==> src/rtl/lpht_pkg.sv <==
`timescale 1ns / 1ps
// ----------------------------------------------------------------------------
// Linear probe hash table package
// Shared constants, slot state codes and result fields.
// ----------------------------------------------------------------------------
package lpht_pkg;

    localparam int MaxSlotsDefault = 128;
    localparam int KeyBytesDefault = 8;
    localparam int SizeW           = 8;
    localparam logic [SizeW-1:0] SizeReset = 8'd100;

    localparam logic [1:0] OP_PUT    = 2'd0;
    localparam logic [1:0] OP_GET    = 2'd1;
    localparam logic [1:0] OP_REMOVE = 2'd2;

    localparam logic [1:0] ST_EMPTY = 2'd0;
    localparam logic [1:0] ST_LIVE  = 2'd1;
    localparam logic [1:0] ST_TOMB  = 2'd2;

    localparam logic [1:0] RS_DONE     = 2'd0;
    localparam logic [1:0] RS_NOTFOUND = 2'd1;
    localparam logic [1:0] RS_FULL     = 2'd2;

    typedef struct packed {
        logic [1:0]  status;
        logic        replaced;
        logic [31:0] value_out;
        logic [7:0]  element_count;
    } t_result;

endpackage

==> src/rtl/lpht_hash.sv <==
`timescale 1ns / 1ps
// ----------------------------------------------------------------------------
// Linear probe hash table home slot unit
// Cuts the key at its first zero byte and folds one byte per cycle
// into the home slot, reducing modulo the table size.
// ----------------------------------------------------------------------------
module lpht_hash #(
    parameter int KEY_BYTES = lpht_pkg::KeyBytesDefault
) (
    input  logic                    i_clk,
    input  logic                    i_rst_n,
    input  logic                    i_start,
    input  logic [63:0]             i_key,
    input  logic [lpht_pkg::SizeW-1:0] i_size,
    output logic                    o_done,
    output logic [63:0]             o_key,
    output logic [lpht_pkg::SizeW-1:0] o_home
);
    import lpht_pkg::*;

    localparam int CntW = $clog2(KEY_BYTES + 1);

    logic [63:0]      r_key;
    logic [SizeW-1:0] r_h;
    logic [CntW-1:0]  r_idx;
    logic             r_busy;
    logic             r_done;
    logic             r_stop;

    logic [7:0]  w_byte;
    logic [15:0] w_acc;
    logic [15:0] w_rem;
    logic [15:0] w_sz;
    logic        w_last;

    always_comb begin
        w_byte = i_key[8*r_idx[$clog2(KEY_BYTES)-1+((KEY_BYTES==1)?1:0):0] +: 8];
        w_sz   = {8'd0, i_size};
        w_acc  = {r_h, w_byte};
        // Reduce a 16-bit value below 256*size by restoring subtraction of
        // size*2^k for k from 7 down to 0.
        w_rem  = w_acc;
        for (int k = 7; k >= 0; k--) begin
            if (w_rem >= (w_sz << k)) begin
                w_rem = w_rem - (w_sz << k);
            end
        end
        w_last = (r_idx == CntW'(KEY_BYTES - 1));
    end

    always_ff @(posedge i_clk) begin
        if (!i_rst_n) begin
            r_busy <= 1'b0;
            r_done <= 1'b0;
        end else begin
            r_done <= 1'b0;
            if (i_start) begin
                r_busy <= 1'b1;
                r_idx  <= '0;
                r_h    <= '0;
                r_key  <= '0;
                r_stop <= 1'b0;
            end else if (r_busy) begin
                if (!r_stop && w_byte != 8'd0) begin
                    r_h <= w_rem[SizeW-1:0];
                    r_key[8*r_idx +: 8] <= w_byte;
                end else begin
                    r_stop <= 1'b1;
                end
                if (w_last) begin
                    r_busy <= 1'b0;
                    r_done <= 1'b1;
                end else begin
                    r_idx <= r_idx + 1'b1;
                end
            end
        end
    end

    assign o_done = r_done;
    assign o_key  = r_key;
    assign o_home = r_h;

endmodule

==> config.mk <==
export PLATFORM = sky130hd
export DESIGN_NAME = lpht_hash
export DESIGN_NICKNAME = d
export VERILOG_FILES = /design/src/rtl/lpht_pkg.sv /design/src/rtl/lpht_hash.sv
export SDC_FILE = /design/constraint.sdc
export NUM_CORES = 1
export LEC_CHECK = 0
export ABC_CLOCK_PERIOD_IN_PS = 28300
export BUFFER_PORTS_ARGS = -buffer_cell sky130_fd_sc_hd__buf_2
export CORE_ASPECT_RATIO = 1.25
export CORE_MARGIN = 5
export CORE_UTILIZATION = 50
export DETAILED_ROUTE_END_ITERATION = 8
export PLACE_DENSITY_LB_ADDON = 0.05
export SLEW_MARGIN = 30
export SYNTH_ARGS = -nofsm -noshare
export SYNTH_HDL_FRONTEND = slang
export SYNTH_SLANG_ARGS = --single-unit
export TNS_END_PERCENT = 50
==> constraint.sdc <==
create_clock -name i_clk -period 28.3 [get_ports i_clk]
set_clock_uncertainty 0.05 [all_clocks]
set_input_delay 5.66 -clock i_clk [delete_from_list [all_inputs] [get_ports i_clk]]
set_output_delay 5.66 -clock i_clk [all_outputs]
set_load 0.1 [all_outputs]
==> impl_metrics.json <==
{
  "min_path_type": "reg2reg",
  "io_pins": 148,
  "core-area_um2": 17500,
  "drt_first_pass_iters": 7,
  "worstHoldEndpoint": "o_done",
  "post-place-cells": 1372,
  "rsz0062_at_grt": "false",
  "cell_with_the_largest_stage_delay_on_the_worst_path": "sky130_fd_sc_hd__o21ai_0",
  "hold_viol": 0,
  "tritoncts_buffer_count": 9,
  "report.final.slew_viol_count": 0,
  "min_delay_path_depth": 2,
  "grt_util_all_layers_pct": 25.8,
  "drtIter0Drc": 597,
  "synth-async-reset-ratio_pct": 0,
  "ys_seq_area_share_pct": 26.4,
  "regToRegStartpoint": "r_idx[1]",
  "cts_resized": 0,
  "synth-edff-count": 77,
  "worstPathMaxFanout": 16,
  "synthesis.area_per_instance_um2": 8.63,
  "grt_antenna_before_repair": 2,
  "port_buffers": 147,
  "grt_pass1_wl_mm": 42.5,
  "die_w_um": 129,
  "finalCriticalPeriod_ns": 25.15,
  "critical_path.endpoint_type": "flip-flop",
  "worst_path_dominant_cell_family": "compound AO/OA/AOI/OAI gates",
  "synthCells": 1031,
  "min_period_over_period_pct": 88.9,
  "wirelength_mm": 27.3,
  "via_count": 8411,
  "cts_tree": "done",
  "setup_viol_count_final": 0,
  "cp.required_ns": 28.31,
  "ys_seq_elements": 79,
  "final_design_area_no_fill_um2": 10200,
  "cell_area_after_placement_um2": 9800,
  "drive_gt1_share_pct": 20.8,
  "clk_pin_slew_ns": 0.07,
  "die-height_um": 159,
  "max_cap_viol_count": 0,
  "synth_fp_nets": 1183,
  "nNetsFinal": 1312,
  "worst_setup_path_start_kind": "primary input",
  "cts_post_setup_buffers_inserted": 0,
  "initial_utilization_pct": 50.8,
  "yosysTopAreaCell": "sky130_fd_sc_hd__edfxtp_1",
  "ys_dominant_reg_cell": "sky130_fd_sc_hd__edfxtp_1",
  "worst-slew-pin-transition_ns": 0.938,
  "fillCellCount": 1648,
  "critical-path-top-cell-by-count": "sky130_fd_sc_hd__a21o_1",
  "critical_path_buf_inv_count": 3,
  "critical_path.reg2reg.endpoint": "o_home[6]",
  "detail_route.vias_per_cell": 6.05,
  "yosys.cell_types.count": 90,
  "synthToLayoutAreaGrowth_pct": 14.2,
  "via_count_of_the_first_global_routing_pass": 8268,
  "number_of_remaining_drc_errors": 0,
  "ys_warn_count": 0,
  "final_cell_count_without_fillers": 1390,
  "area.sequential_um2": 2350,
  "setup_tns_ns": 0,
  "cts_hold_buf": 0,
  "cts_htree_levels": 3,
  "reg2reg_setup_slack_ns": 7.64,
  "sum_of_overflow_across_all_layers_after_global_routing": 0,
  "multi_input_comb_area_um2": 6200,
  "max_freq_mhz": 39.8,
  "syn_area_um2": 8900,
  "clk_path_buf_depth": 2,
  "utilization_pct": 58.1,
  "last_weighted_congestion_value_of_the_routability_driven_placer": 0.935,
  "slew_headroom_pct": 37.5,
  "post_detailed_route_wirelength_per_cell_um": 19.6,
  "detail-route-antenna-nets": 0,
  "status": "finished, final reports clean",
  "cts_sinks": 79,
  "grt_start_max_net_pins": 80,
  "worstRegToRegCells": 80,
  "cp_data_arrival_time_ns": 25.16,
  "path_class": "in2reg",
  "place.detailed.hpwl_mm": 21.2,
  "critical-path-max-stage-delay_ns": 0.55,
  "clk_root_buffer_cell": "sky130_fd_sc_hd__clkbuf_16",
  "clock_latency_ns": 0.34,
  "synth_top_area_share_pct": 26.0,
  "die_area_um2": 20600,
  "rows": 54,
  "synth_top_cells_by_area": "sky130_fd_sc_hd__edfxtp_1, sky130_fd_sc_hd__ha_1, sky130_fd_sc_hd__a21oi_1",
  "hold_start": "r_busy"
}
[worst reg2reg max path: cells and delay by family, from the launching register on]
family | cells | cell delay [ns]
multiplexers | 7 | 2.42
adder cells (fa/ha/maj) | 8 | 2.75
AO/OA/AOI/OAI | 42 | 9.19
flip-flops | 1 | 0.97
AND/OR/NAND/NOR | 21 | 4.69
buffers and inverters | 2 | 0.30
[final cells by class]
cell class / count / area share [%]
multi-input combinational: 868 / 61.0
sequential: 79 / 23.1
timing repair buffer: 155 / 8.03
tap: 224 / 2.76
clock buffer: 9 / 2.22
inverter: 47 / 1.74
clock inverter: 7 / 1.08
antenna: 1 / 0.0246
[worst max path at each step]
| stage | from | to | cells past startpoint |
|---|---|---|---|
| CTS | i_key[31] | o_home[6] | 81 |
| finish | i_key[31] | o_home[6] | 81 |
| global placement | i_key[31] | o_home[6] | 81 |
| global route | i_key[31] | o_home[6] | 81 |
| floorplan | i_key[31] | o_home[0] | 83 |
| detailed placement | i_key[31] | o_home[6] | 81 |
[routing by layer]
layer	track usage [%]	part of all wire (%)	vias up
met5	0	0.048	-
met4	9.31	3.0	2
met3	4.50	5.1	59
met2	47.5	53	243
met1	29.4	39	3990
li1	-	-	4117
[layout by cell type (no fill, tap or decap), drive strengths merged, types with 16 or more instances in the layout]
| master | netlist | final |
|---|---|---|
| a211oi | 20 | 20 |
| a21o | 39 | 39 |
| a21oi | 122 | 122 |
| buf | 10 | 155 |
| edfxtp | 77 | 77 |
| ha | 69 | 69 |
| inv | 46 | 50 |
| mux2 | 18 | 18 |
| mux2i | 26 | 26 |
| mux4 | 16 | 16 |
| nand2 | 120 | 120 |
| nand3 | 24 | 24 |
| nand4 | 22 | 22 |
| nor2 | 114 | 114 |
| nor3 | 28 | 28 |
| o21ai | 41 | 41 |
| xnor2 | 37 | 37 |
| xor2 | 16 | 16 |
[cell usage after synthesis (4+ instances only)]
master                     number
sky130_fd_sc_hd__nor4_1         6
sky130_fd_sc_hd__a21oi_1      119
sky130_fd_sc_hd__buf_6          4
sky130_fd_sc_hd__and3_1         6
sky130_fd_sc_hd__or3_1          6
sky130_fd_sc_hd__a32oi_1        4
sky130_fd_sc_hd__xnor2_1       37
sky130_fd_sc_hd__nand4_1       21
sky130_fd_sc_hd__o21bai_1       7
sky130_fd_sc_hd__o21ai_0       34
sky130_fd_sc_hd__o21a_1         9
sky130_fd_sc_hd__edfxtp_1      77
sky130_fd_sc_hd__mux2i_1       21
sky130_fd_sc_hd__a211oi_1      18
sky130_fd_sc_hd__o31a_1         5
sky130_fd_sc_hd__a211o_1        5
sky130_fd_sc_hd__a21o_1        39
sky130_fd_sc_hd__o21ai_1        7
sky130_fd_sc_hd__mux2_2        13
sky130_fd_sc_hd__clkbuf_1      27
sky130_fd_sc_hd__and2_1         6
sky130_fd_sc_hd__o31ai_1       13
sky130_fd_sc_hd__o211ai_1       6
sky130_fd_sc_hd__nand3b_1       4
sky130_fd_sc_hd__nand2_1      119
sky130_fd_sc_hd__nor2_1       113
sky130_fd_sc_hd__inv_1         44
sky130_fd_sc_hd__nand2b_1       4
sky130_fd_sc_hd__ha_1          69
sky130_fd_sc_hd__mux4_2        16
sky130_fd_sc_hd__xor2_1        16
sky130_fd_sc_hd__nor2b_1       12
sky130_fd_sc_hd__nor3_1        28
sky130_fd_sc_hd__mux2i_4        4
sky130_fd_sc_hd__mux2_4         5
sky130_fd_sc_hd__nand3_1       20
sky130_fd_sc_hd__fa_1           8
[metrics by stage]
step | setup slack (ns) | hold slack, ns
after floorplan | 4.74 | 0.386
after global placement | 3.47 | 0.412
after detailed placement | 3.16 | 0.423
after CTS | 3.39 | 0.451
after global routing | 1.48 | 0.486
final | 3.15 | 0.450
[sequential cells by signal (all words and copies together) (netlist names)]
| register | count |
|---|---|
| r_stop | 1 |
| r_busy | 1 |
| r_idx | 4 |
| o_home | 8 |
| o_done | 1 |
| o_key | 64 |
[cell families after synthesis]
kind of cell | Yosys count | share of synthesized area [%]
buffers and inverters | 84 | 3.97
and+or+nand+nor | 366 | 19.4
adders and majority gates | 77 | 11.5
xor gates and xnor gates | 53 | 5.22
DFF | 79 | 26.4
AOI/OAI and AO/OA | 312 | 23.4
muxes | 60 | 10.1
Power is not shown: default switching activity piles up to over one toggle a cycle in this logic, so the estimate is an artifact.
